**config.mk**
```make
export PLATFORM = sky130hd
export DESIGN_NAME = psdf_sqrt_cell
export DESIGN_NICKNAME = d
export VERILOG_FILES = /design/src/hdl/psdf_pkg.sv /design/src/hdl/psdf_sqrt_cell.sv
export SDC_FILE = /design/constraint.sdc
export NUM_CORES = 1
export LEC_CHECK = 0
export ABC_AREA = 1
export BUFFER_PORTS_ARGS = -buffer_cell sky130_fd_sc_hd__buf_2
export CORE_MARGIN = 2
export CORE_UTILIZATION = 60
export CTS_CLUSTER_SIZE = 40
export DETAILED_ROUTE_END_ITERATION = 6
export GPL_ROUTABILITY_DRIVEN = 0
export PLACE_DENSITY_LB_ADDON = 0.05
export SETUP_SLACK_MARGIN = 0.1
export SLEW_MARGIN = 5
export SYNTH_ARGS = -nofsm -noshare
export SYNTH_HDL_FRONTEND = slang
export SYNTH_SLANG_ARGS = --single-unit
```
**constraint.sdc**
```tcl
create_clock -name clock -period 17.2 [get_ports clock]
set_input_delay 0.86 -clock clock [delete_from_list [all_inputs] [get_ports clock]]
set_output_delay 0.86 -clock clock [all_outputs]
set_load 0.05 [all_outputs]
```
**src/hdl/psdf_pkg.sv**
```systemverilog
// ----------------------------------------------------------------------------
// psdf_pkg: shared types and constants of the primitive distance evaluator
// Widths, shape codes, register indexes and the square-root cell payload.
// ----------------------------------------------------------------------------
package psdf_pkg;

   localparam int COORD_BITS = 24;
   localparam int EXT_BITS   = COORD_BITS - 1;
   // Magnitudes of differences need COORD_BITS+1 bits at most.
   localparam int MAG_BITS   = COORD_BITS + 1;
   // Sum of three squares.
   localparam int SUM_BITS   = 2 * MAG_BITS + 2;
   // Square root result bits.
   localparam int ROOT_BITS  = SUM_BITS / 2;
   // Bits of the index of one root bit.
   localparam int ROOT_IDX_BITS = $clog2(ROOT_BITS);
   localparam int DIST_BITS  = ROOT_BITS + 3;
   localparam int CSR_ADDR_BITS = 3;

   typedef enum logic [1:0] {
      SHAPE_SPHERE  = 2'd0,
      SHAPE_BOX     = 2'd1,
      SHAPE_CAPSULE = 2'd2,
      SHAPE_UNKNOWN = 2'd3
   } shape_type;

   localparam logic [CSR_ADDR_BITS-1:0] REG_SHAPE_KIND = 3'd0;
   localparam logic [CSR_ADDR_BITS-1:0] REG_CENTER_X   = 3'd1;
   localparam logic [CSR_ADDR_BITS-1:0] REG_CENTER_Y   = 3'd2;
   localparam logic [CSR_ADDR_BITS-1:0] REG_CENTER_Z   = 3'd3;
   localparam logic [CSR_ADDR_BITS-1:0] REG_EXTENT_X   = 3'd4;
   localparam logic [CSR_ADDR_BITS-1:0] REG_EXTENT_Y   = 3'd5;
   localparam logic [CSR_ADDR_BITS-1:0] REG_EXTENT_Z   = 3'd6;

   // Beat travelling down the square-root chain.
   typedef struct packed {
      logic                        valid;
      logic [SUM_BITS-1:0]         rem;    // remaining radicand
      logic [ROOT_BITS-1:0]        root;   // partial root
      logic signed [DIST_BITS-1:0] offset; // added to the root at the end
      logic                        unknown;
   } sqrt_beat_type;

endpackage

```
**src/hdl/psdf_sqrt_cell.sv**
```systemverilog
// ----------------------------------------------------------------------------
// psdf_sqrt_cell: one root bit of the restoring square root
// Tries the next root bit, keeps it if the trial fits, and registers the beat.
// ----------------------------------------------------------------------------
module psdf_sqrt_cell
   import psdf_pkg::*;
(
   input  logic                     clock,
   input  logic                     reset,
   input  logic [ROOT_IDX_BITS-1:0] root_bit,
   input  sqrt_beat_type            beat_in,
   output sqrt_beat_type            beat_out
);

   sqrt_beat_type beat_ff, beat_in_w;
   logic [SUM_BITS:0] trial;
   logic [SUM_BITS:0] rem_ext;

   // trial = (2*root + 2^root_bit) * 2^root_bit, with root bits above root_bit
   always_comb begin
      trial = ({{(SUM_BITS+1-ROOT_BITS){1'b0}}, beat_in.root} << (root_bit + 1))
              + ({{SUM_BITS{1'b0}}, 1'b1} << (2 * root_bit));
      rem_ext = {1'b0, beat_in.rem};
      beat_in_w = beat_in;
      if (trial <= rem_ext) begin
         beat_in_w.rem = SUM_BITS'(rem_ext - trial);
         beat_in_w.root = beat_in.root | (ROOT_BITS'(1) << root_bit);
      end
   end

   always_ff @(posedge clock) begin
      if (reset) begin
         beat_ff.valid <= 1'b0;
      end else begin
         beat_ff.valid <= beat_in_w.valid;
      end
      beat_ff.rem     <= beat_in_w.rem;
      beat_ff.root    <= beat_in_w.root;
      beat_ff.offset  <= beat_in_w.offset;
      beat_ff.unknown <= beat_in_w.unknown;
   end

   assign beat_out = beat_ff;

endmodule

```
==> impl_metrics.py <==
metrics = {
    "outcome": {
        "status": "finished clean",
    },
    "clock_tree": {
        "cts_buffers": 9,
        "postCtsSetupBuffers": 0,
        "cts_tree": "built",
        "clockBufferDepth": 2,
        "clkSinkCount": 109,
        "path_clk_slew_ps": 80,
        "ctsResizeCount": 0,
        "cts-root-buf": "clkbuf_16",
        "cts.htree.levels": 3,
        "ctsHoldBuffers": 0,
    },
    "sta": {
        "hold_viol": 0,
        "max_freq_ghz": 0.111,
        "maxSlewHeadroom_pct": 11.3,
        "rsz0062_at_grt": "false",
        "worst_pin_slew_ps": 1330,
        "finalSetupTns_ps": 0,
        "fin_crit_sh_pct": 52.3,
        "setup_viol": 0,
        "drv_slew": 0,
        "fin_crit_ps": 8990,
    },
    "synthesis": {
        "synth_edf_count": 0,
        "synth.distinct_cells": 54,
        "synth_ff_type": "dfxtp_1",
        "synth-seq-area-share_pct": 16.2,
        "syn_area_sq_um": 13500,
        "synth_fp_nets": 2556,
        "async_flop_share_pct": 0,
        "syn-instance-count": 2302,
        "syn_area_per_cell_sq_um": 5.85,
        "synth-seq-cells": 109,
        "yosys_warnings": 0,
    },
    "global_route": {
        "antenna_found_initial": 1,
        "grt_start_max_net_pins": 79,
        "overflow": 0,
        "grt_use_total_pct": 37.6,
        "grt_pass1_wl_mm": 72.2,
        "grt_pass1_vias": 14799,
    },
    "worst_setup_path": {
        "path_max_fanout": 52,
        "cp_top_family": "simple AND/OR/NAND/NOR gates",
        "cp_slowest_cell": "ha_1",
        "critPathArrivalTime_ps": 9250,
        "startpoint_type": "primary input",
        "crit_required_ps": 17460,
        "worst_path_largest_cell_delay_ps": 960,
        "crit_type": "primary input to flop",
        "path_common_cell": "nand2_1",
        "path_buf_inv": 7,
        "critPathCaptureType": "flop",
    },
    "final_layout": {
        "drive_above_1_share_pct": 12.5,
        "final_common_cell": "nand2_1",
        "syn_to_final_growth_pct": 11.0,
        "nets": 2736,
        "antenna_cells": 0,
        "layout_common_cells": "673 x nand2_1, 329 x inv_1, 274 x nand3_1, 224 x buf_2, 189 x nor2_1",
        "utilization_pct": 68.1,
        "largest_reg_flops": 109,
    },
    "power": {
        "seqPwrFrac_pct": 22.8,
        "p_sw_share_pct": 54.0,
        "peakVddDrop_v": 0.0000697,
        "internal_power_uw": 662,
        "finalPower_mw": 1.44,
        "netSwitchingPower_uw": 778,
        "p_comb_share_pct": 62.0,
        "power_density_nw_per_um2": 96.2,
        "p_leak_nw": 8.22,
        "p_clk_share_pct": 15.2,
    },
    "detailed_routing": {
        "first_iter_violations": 1847,
        "finalWirelength_mm": 46.0,
        "antenna_left": 0,
        "drc": 0,
        "firstDrtPassIters": 7,
        "vias": 16202,
        "avgViaCountPerCell": 5.86,
        "wire_per_inst_um": 16.6,
    },
    "min_path": {
        "hp-start": "beat_in[24]",
        "min_to": "beat_out[24]",
        "hold_path_depth": 1,
        "hp-class": "primary input to flop",
    },
    "floorplan": {
        "io_pins": 225,
        "design.die.area_sq_um": 23700,
        "die_x_um": 154,
        "die_h_um": 154,
        "start_util_pct": 61.4,
        "rows": 54,
        "coreArea_sq_um": 22000,
    },
    "flow_run": {
        "max-cap-violations": 0,
    },
    "placed_design": {
        "port_buffers": 224,
        "hpwl_mm": 38.0,
    },
}
## worst max-delay path by stage
stage | endpoint | from | cells past startpoint | slack, ps
2_1_floorplan | beat_out[36] | root_bit[0] | 45 | 10590
3_3_place_gp | beat_out[56] | root_bit[0] | 39 | 8450
3_5_place_dp | beat_out[70] | root_bit[0] | 39 | 8270
4_1_cts | beat_out[70] | root_bit[0] | 40 | 8620
5_1_grt | beat_out[70] | root_bit[0] | 40 | 7630
6_report | beat_out[70] | root_bit[0] | 40 | 8210
## cells by family (layout without fill, tap and decap cells)
family | after synthesis | in the layout | synth area share [%]
compound gates | 316 | 316 | 13.2
xor+xnor | 71 | 71 | 4.81
fa+ha+maj | 138 | 138 | 12.9
buf+inv | 401 | 586 | 11.9
flops | 109 | 109 | 16.2
mux | 3 | 3 | 0.223
simple gates | 1264 | 1264 | 40.8
## final cells by class
type	count	area, sq um
Inverter	342	1290
Tap cell	280	350
Clock buffer	10	239
Fill cell	2169	7000
Timing Repair Buffer	228	1150
Clock inverter	6	60.1
Sequential cell	109	2180
Multi-Input combinational cell	1792	9690
## layer usage
| layer | global-route usage (%) | wire length (um) | up-vias |
|---|---|---|---|
| met5 | 0 | 0 | - |
| met4 | 15.8 | 2060 | 0 |
| met3 | 7.75 | 5810 | 178 |
| met2 | 61.1 | 19800 | 1019 |
| met1 | 48.7 | 18300 | 7191 |
| li1 | - | - | 7814 |
## power by group through the flow
stage	Clock, mW	Combinational [mW]	Sequential [mW]
finish	0.219	0.893	0.328
global route	0.228	0.957	0.334
CTS	0.221	0.875	0.329
detailed placement	0	0.871	0.334
global placement	0	0.859	0.333
floorplan	0	0.433	0.561
## Yosys cell counts, drive strengths merged, types with 2 or more instances
library cell | number | area [sq um]
or2 | 6 | 37.5
a21boi | 2 | 15.0
o21ai | 124 | 621
mux2i | 3 | 30.0
o21a | 9 | 67.6
o211ai | 6 | 45.0
o31ai | 2 | 15.0
nand4 | 25 | 171
nand3 | 295 | 1580
a221oi | 2 | 17.5
buf | 37 | 233
nor2b | 3 | 18.8
o221a | 3 | 33.8
a31oi | 21 | 131
nor2 | 194 | 746
o22ai | 12 | 75.1
o21bai | 9 | 67.6
xnor2 | 15 | 131
nor3 | 28 | 140
o221ai | 7 | 61.3
nor4 | 11 | 68.8
a21o | 10 | 75.1
nand3b | 8 | 60.1
clkbuf | 22 | 82.6
ha | 137 | 1710
a21oi | 106 | 531
nand2 | 691 | 2650
dfxtp | 109 | 2180
inv | 341 | 1280
xor2 | 56 | 517
## through the flow
step | instance area [sq um] | setup WS [ps] | hold WS (ps) | instances
final | 15000 | 8210 | 578 | 2767
after global routing | 15000 | 7630 | 577 | 2767
after CTS | 15000 | 8620 | 577 | 2767
after detailed placement | 14700 | 8270 | 964 | 2751
after global placement | 14700 | 8450 | 962 | 2751
after floorplan | 13500 | 10590 | 888 | 2302
(Power assumes the default switching activity.)
