### src/hdl/psdf_pkg.sv
// ----------------------------------------------------------------------------
// psdf_pkg: shared types and constants of the primitive distance evaluator
// Widths, shape codes, register indexes and the square-root cell payload.
// ----------------------------------------------------------------------------
package psdf_pkg;

   localparam int COORD_BITS = 24;
   localparam int EXT_BITS   = COORD_BITS - 1;
   // Magnitudes of differences need COORD_BITS+1 bits at most.
   localparam int MAG_BITS   = COORD_BITS + 1;
   // Sum of three squares.
   localparam int SUM_BITS   = 2 * MAG_BITS + 2;
   // Square root result bits.
   localparam int ROOT_BITS  = SUM_BITS / 2;
   // Bits of the index of one root bit.
   localparam int ROOT_IDX_BITS = $clog2(ROOT_BITS);
   localparam int DIST_BITS  = ROOT_BITS + 3;
   localparam int CSR_ADDR_BITS = 3;

   typedef enum logic [1:0] {
      SHAPE_SPHERE  = 2'd0,
      SHAPE_BOX     = 2'd1,
      SHAPE_CAPSULE = 2'd2,
      SHAPE_UNKNOWN = 2'd3
   } shape_type;

   localparam logic [CSR_ADDR_BITS-1:0] REG_SHAPE_KIND = 3'd0;
   localparam logic [CSR_ADDR_BITS-1:0] REG_CENTER_X   = 3'd1;
   localparam logic [CSR_ADDR_BITS-1:0] REG_CENTER_Y   = 3'd2;
   localparam logic [CSR_ADDR_BITS-1:0] REG_CENTER_Z   = 3'd3;
   localparam logic [CSR_ADDR_BITS-1:0] REG_EXTENT_X   = 3'd4;
   localparam logic [CSR_ADDR_BITS-1:0] REG_EXTENT_Y   = 3'd5;
   localparam logic [CSR_ADDR_BITS-1:0] REG_EXTENT_Z   = 3'd6;

   // Beat travelling down the square-root chain.
   typedef struct packed {
      logic                        valid;
      logic [SUM_BITS-1:0]         rem;    // remaining radicand
      logic [ROOT_BITS-1:0]        root;   // partial root
      logic signed [DIST_BITS-1:0] offset; // added to the root at the end
      logic                        unknown;
   } sqrt_beat_type;

endpackage

### src/hdl/psdf_front.sv
// ----------------------------------------------------------------------------
// psdf_front: per-shape vector setup and sum of squares
// Two register stages: axis magnitudes and offset, then the squared sum.
// ----------------------------------------------------------------------------
module psdf_front
   import psdf_pkg::*;
(
   input  logic                         clock,
   input  logic                         reset,
   input  logic                         start,
   input  logic signed [COORD_BITS-1:0] px,
   input  logic signed [COORD_BITS-1:0] py,
   input  logic signed [COORD_BITS-1:0] pz,
   input  shape_type                    kind,
   input  logic signed [COORD_BITS-1:0] cx,
   input  logic signed [COORD_BITS-1:0] cy,
   input  logic signed [COORD_BITS-1:0] cz,
   input  logic [EXT_BITS-1:0]          ex,
   input  logic [EXT_BITS-1:0]          ey,
   input  logic [EXT_BITS-1:0]          ez,
   output sqrt_beat_type                beat_out
);

   localparam int W = COORD_BITS + 2;

   logic signed [W-1:0] dx, dy, dz, qx, qy, qz, yr, m;
   logic [MAG_BITS-1:0] ax, ay, az;
   logic signed [DIST_BITS-1:0] off;

   logic [MAG_BITS-1:0] ax_ff, ay_ff, az_ff;
   logic signed [DIST_BITS-1:0] off_ff;
   logic unk_ff, v1_ff;
   sqrt_beat_type beat_ff;

   function automatic logic [MAG_BITS-1:0] mag(input logic signed [W-1:0] v);
      logic signed [W-1:0] a;
      a = (v < 0) ? -v : v;
      return MAG_BITS'(a);
   endfunction

   function automatic logic [MAG_BITS-1:0] pos(input logic signed [W-1:0] v);
      return (v > 0) ? MAG_BITS'(v) : '0;
   endfunction

   always_comb begin
      dx = W'(px) - W'(cx);
      dy = W'(py) - W'(cy);
      dz = W'(pz) - W'(cz);
      qx = W'(signed'({1'b0, mag(dx)})) - W'(signed'({1'b0, ex}));
      qy = W'(signed'({1'b0, mag(dy)})) - W'(signed'({1'b0, ey}));
      qz = W'(signed'({1'b0, mag(dz)})) - W'(signed'({1'b0, ez}));
      m = qx;
      if (qy > m) m = qy;
      if (qz > m) m = qz;
      if (W'(py) > W'(signed'({1'b0, ey}))) yr = W'(py) - W'(signed'({1'b0, ey}));
      else if (py >= 0) yr = '0;
      else yr = W'(py);
      case (kind)
         SHAPE_BOX: begin
            ax = pos(qx); ay = pos(qy); az = pos(qz);
            off = (m < 0) ? DIST_BITS'(m) : '0;
         end
         SHAPE_CAPSULE: begin
            ax = mag(W'(px)); ay = mag(yr); az = mag(W'(pz));
            off = -DIST_BITS'(signed'({1'b0, ex}));
         end
         default: begin
            ax = mag(dx); ay = mag(dy); az = mag(dz);
            off = -DIST_BITS'(signed'({1'b0, ex}));
         end
      endcase
   end

   always_ff @(posedge clock) begin
      if (reset) begin
         v1_ff <= 1'b0;
         beat_ff.valid <= 1'b0;
      end else begin
         v1_ff <= start;
         beat_ff.valid <= v1_ff;
      end
      ax_ff <= ax; ay_ff <= ay; az_ff <= az;
      off_ff <= off;
      unk_ff <= (kind == SHAPE_UNKNOWN);
      beat_ff.rem <= SUM_BITS'(ax_ff * ax_ff) + SUM_BITS'(ay_ff * ay_ff)
                     + SUM_BITS'(az_ff * az_ff);
      beat_ff.root <= '0;
      beat_ff.offset <= off_ff;
      beat_ff.unknown <= unk_ff;
   end

   assign beat_out = beat_ff;

endmodule

### config.mk
export PLATFORM = sky130hd
export DESIGN_NAME = psdf_front
export DESIGN_NICKNAME = d
export VERILOG_FILES = /design/src/hdl/psdf_pkg.sv /design/src/hdl/psdf_front.sv
export SDC_FILE = /design/constraint.sdc
export NUM_CORES = 2
export LEC_CHECK = 0
export ABC_CLOCK_PERIOD_IN_PS = 18700
export BUFFER_PORTS_ARGS = -buffer_cell sky130_fd_sc_hd__buf_2
export CAP_MARGIN = 10
export CORE_MARGIN = 2
export CORE_UTILIZATION = 50
export CTS_BUF_LIST = sky130_fd_sc_hd__clkbuf_8
export DETAILED_ROUTE_END_ITERATION = 16
export PLACE_DENSITY = 0.76
export SETUP_SLACK_MARGIN = 0.05
export SLEW_MARGIN = 25
export SYNTH_ARGS = -nofsm -noshare
export SYNTH_HDL_FRONTEND = slang
export SYNTH_SLANG_ARGS = --single-unit
### constraint.sdc
create_clock -name clock -period 18.7 [get_ports clock]
set_input_delay 0.935 -clock clock [delete_from_list [all_inputs] [get_ports clock]]
set_output_delay 0.935 -clock clock [all_outputs]
set_load 0.03 [all_outputs]
==> reports/summary.txt <==
Residual DRC count - 0
Number of flops mapped to enable cells by yosys - 0
Count of vias placed by the detailed router - 57500
Clock buffer count from CTS - 17
Worst slew slack as a fraction of its limit - 0.266
Req. time, crit path - 19.27 ns
Chip Width - 390 um
Sum of negative setup slack - 0 ns
Post-synthesis compound-gate area fraction - 0.0928
Xor-xnor portion of the synthesized cell area - 0.0384
Final setup violation count - 0
Number of placed I/O pins - 327
Largest fanout of any net on the critical path - 19
Root Driver - sky130_fd_sc_hd__clkbuf_8
Via density per instance - 5.52
# rows - 141
Largest net degree at the start of global routing - 65
CP Class - input pin to flip-flop
Detail Route Antenna Nets - 0
Routed len/inst - 21.4 um
Post-route minimum period - 11.80 ns
Initial standard-cell utilization of the core - 0.503
Arr. time, crit path - 12.38 ns
Synth top area share - 0.432
Least-Margin Pin Slew - 1.09 ns
Area share of fa/ha/maj cells after synthesis - 0.563
Flip-flop and latch area - 3800 sq um
Detailed placement HPWL - 190000 um
Clock input transition at the sequential cells of the worst setup and hold paths - 0.15 ns
FF-to-FF Start - ay_ff[9]
Number of buffers on the longest clock path - 2
Number of distinct library cell variants in the gate-level netlist after synthesis - 104
Number of global-route vias before repair - 62000
Kind of end point of the critical path - flip-flop
CTS Hold Bufs - 0
Cell types with the highest counts after synthesis - sky130_fd_sc_hd__inv_1 (2154), sky130_fd_sc_hd__fa_1 (1608), sky130_fd_sc_hd__ha_1 (774)
Proportion of layout cells with a drive suffix above 1 - 0.0613
CP top delay family - compound AO/OA/AOI/OAI gates
IO Port Bufs - 300
Core region area - 148000 sq um
Peak clock frequency supported by timing - 0.0847 GHz
Hold Vio Cnt, Final - 0
Combinational family with the most area after synthesis - adder cells
CTS HTree Levels - 4
Path type of the worst min-delay path - flip-flop to flip-flop
CTS tree - done
Share of synthesized area occupied by flip-flops and latches - 0.0508
Place WS - 6.49 ns
Largest clock skew in the final design - 0.0667 ns
Result of the run - complete, no violations
Synth Instances - 8286
Setup repair after global routing missed its margin - false
Pins Over Slew Limit - 0
Fin worst setup slack - 6.90 ns
Drt first-iter violations - 4038
Library cell contributing the largest single delay on the critical path - sky130_fd_sc_hd__a21boi_2
Worst reg-to-reg path cell count - 32
FILL cells - 13200
Worst-Skew Late Latency - 0.71 ns
Clock Sinks - 189
Final worst path period share - 0.631
Combined area of all synthesized cells - 74400 sq um
Wire length of the first global-routing pass - 352000 um
Worst Hold Endpoint - beat_out[0]
Number of cells upsized or downsized after cts - 0
Cell accounting for the most synthesized area - sky130_fd_sc_hd__fa_1
Hold WS - 0.349 ns
Overall global routing resource usage - 0.302
Layout Area Growth over Synthesis - 5.49%
Cell types with the largest area share after synthesis - sky130_fd_sc_hd__fa_1 (43%), sky130_fd_sc_hd__ha_1 (13%), sky130_fd_sc_hd__inv_1 (11%), sky130_fd_sc_hd__dfxtp_1 (5.1%), sky130_fd_sc_hd__and2_1 (3.6%)
Area of the die - 152000 sq um
Cell count of the worst hold path - 0
Max incr delay on CP - 0.61 ns
Number of buffers inserted by post-CTS setup repair - 0
Share of synthesized area spent on multiplexers - 0.00422
Total of warnings raised by yosys - 0
Most used flip-flop cell after synthesis - sky130_fd_sc_hd__dfxtp_1
Dominant cell by count in the synthesized netlist - sky130_fd_sc_hd__inv_1
End of the worst register-to-register path - beat_out[104]
Post-synthesis register bit count - 189
Multi-input logic area - 61500 sq um
Async SR Flop Fraction - 0
Most repeated library cell on the critical path - sky130_fd_sc_hd__o21a_1
Drt first pass iters - 6
Overflow after GRT - 0
Combined buffer and inverter count along the critical path - 4
Post-layout nets - 11100
Startpoint types - input pin
Source of the worst hold timing path - unk_ff
Final routed wirelength across all metal layers - 223000 um
Last weighted congestion value of the routability-driven placer - 0.962
Number of maximum-capacitance violations - 0
Simple-gate area share of the yosys netlist - 0.126
Average cell area after synthesis - 8.98 sq um
Vert. Die Dim - 390 um
Slack of the worst reg-to-reg path - 7.25 ns
Initial antenna violation count - 24
[worst register-to-register path: cells and delay by family (launching register included)]
family	cells	cell delay [ns]
adders and majority gates	11	5.36
AOI/OAI and AO/OA	9	2.67
and+or+nand+nor	6	1.13
DFF	1	1.01
buffers and inverters	5	0.96
xor gates and xnor gates	1	0.22
[worst max path at each step]
stage / cells after the start / startpoint / to
after floorplan: 46 / py[0] / off_ff[22]
after global placement: 47 / px[0] / off_ff[22]
after detailed placement: 51 / px[0] / off_ff[3]
after CTS: 51 / px[0] / off_ff[3]
after global routing: 54 / px[0] / off_ff[3]
final: 51 / px[0] / off_ff[3]
[placed cells by master, fill, tap and decap left out, types with 16 or more instances in the layout]
| cell | n |
|---|---|
| sky130_fd_sc_hd__a22oi_1 | 20 |
| sky130_fd_sc_hd__nand2_1 | 623 |
| sky130_fd_sc_hd__a21oi_1 | 256 |
| sky130_fd_sc_hd__fa_1 | 1608 |
| sky130_fd_sc_hd__buf_2 | 300 |
| sky130_fd_sc_hd__ha_1 | 773 |
| sky130_fd_sc_hd__buf_4 | 95 |
| sky130_fd_sc_hd__o21a_1 | 44 |
| sky130_fd_sc_hd__inv_1 | 2154 |
| sky130_fd_sc_hd__a221oi_1 | 49 |
| sky130_fd_sc_hd__mux2i_1 | 28 |
| sky130_fd_sc_hd__and3_1 | 40 |
| sky130_fd_sc_hd__a21o_1 | 111 |
| sky130_fd_sc_hd__or3_1 | 35 |
| sky130_fd_sc_hd__o211ai_1 | 22 |
| sky130_fd_sc_hd__o21bai_1 | 26 |
| sky130_fd_sc_hd__conb_1 | 27 |
| sky130_fd_sc_hd__xnor2_1 | 236 |
| sky130_fd_sc_hd__xor2_1 | 85 |
| sky130_fd_sc_hd__nand3_1 | 67 |
| sky130_fd_sc_hd__nor2_1 | 366 |
| sky130_fd_sc_hd__nand2b_1 | 50 |
| sky130_fd_sc_hd__and2_1 | 429 |
| sky130_fd_sc_hd__or4_1 | 16 |
| sky130_fd_sc_hd__nor3_1 | 59 |
| sky130_fd_sc_hd__nand4_1 | 39 |
| sky130_fd_sc_hd__o21ai_0 | 226 |
| sky130_fd_sc_hd__dfxtp_1 | 177 |
| sky130_fd_sc_hd__a31oi_1 | 35 |
| sky130_fd_sc_hd__nor2b_1 | 64 |
| sky130_fd_sc_hd__o31ai_1 | 34 |
| sky130_fd_sc_hd__clkbuf_8 | 17 |
| sky130_fd_sc_hd__or2_2 | 25 |
| sky130_fd_sc_hd__a211oi_1 | 25 |
| sky130_fd_sc_hd__nor4_1 | 26 |
[metal layers]
layer | vias up | wire (um) | GRT usage
li1 | 25700 | - | -
met1 | 28900 | 92300 | 0.403
met2 | 2343 | 104000 | 0.494
met3 | 456 | 17600 | 0.0533
met4 | 28 | 8920 | 0.109
met5 | - | 155 | 0
[per-stage QoR]
step | cells | instance area, sq um | utilization
global placement | 10400 | 78000 | 0.528
CTS | 10400 | 78500 | 0.531
global route | 10400 | 78500 | 0.531
floorplan | 8311 | 74500 | -
detailed placement | 10400 | 78000 | 0.528
finish | 10400 | 78500 | 0.531
[cells by family (layout without fill, tap and decap cells)]
| logic type | Yosys count | after routing |
|---|---|---|
| buf+inv | 2429 | 2591 |
| compound gates | 1033 | 1033 |
| flops | 189 | 189 |
| xor+xnor | 323 | 323 |
| fa+ha+maj | 2383 | 2383 |
| other cells | 2 | 33 |
| mux | 31 | 31 |
| simple gates | 1896 | 1896 |
[sequential cells by signal, indices dropped and copies added, names as in the netlist]
signal and cells:
ax_ff 25, off_ff 29, az_ff 25, v1_ff 1, beat_out 83, ay_ff 25, unk_ff 1
[final cells by class]
class,count,share of cell area
Clock buffer,17,0.00298
Timing Repair Buffer,395,0.0282
Sequential cell,189,0.0484
Clock inverter,15,0.00285
Antenna cell,6,0.000191
Tap cell,1930,0.0308
Multi-Input combinational cell,5693,0.783
Inverter,2164,0.103
Power is left out: the tool's default activity adds up to more than one toggle a clock period on the data nets, which glitch-free logic cannot reach.
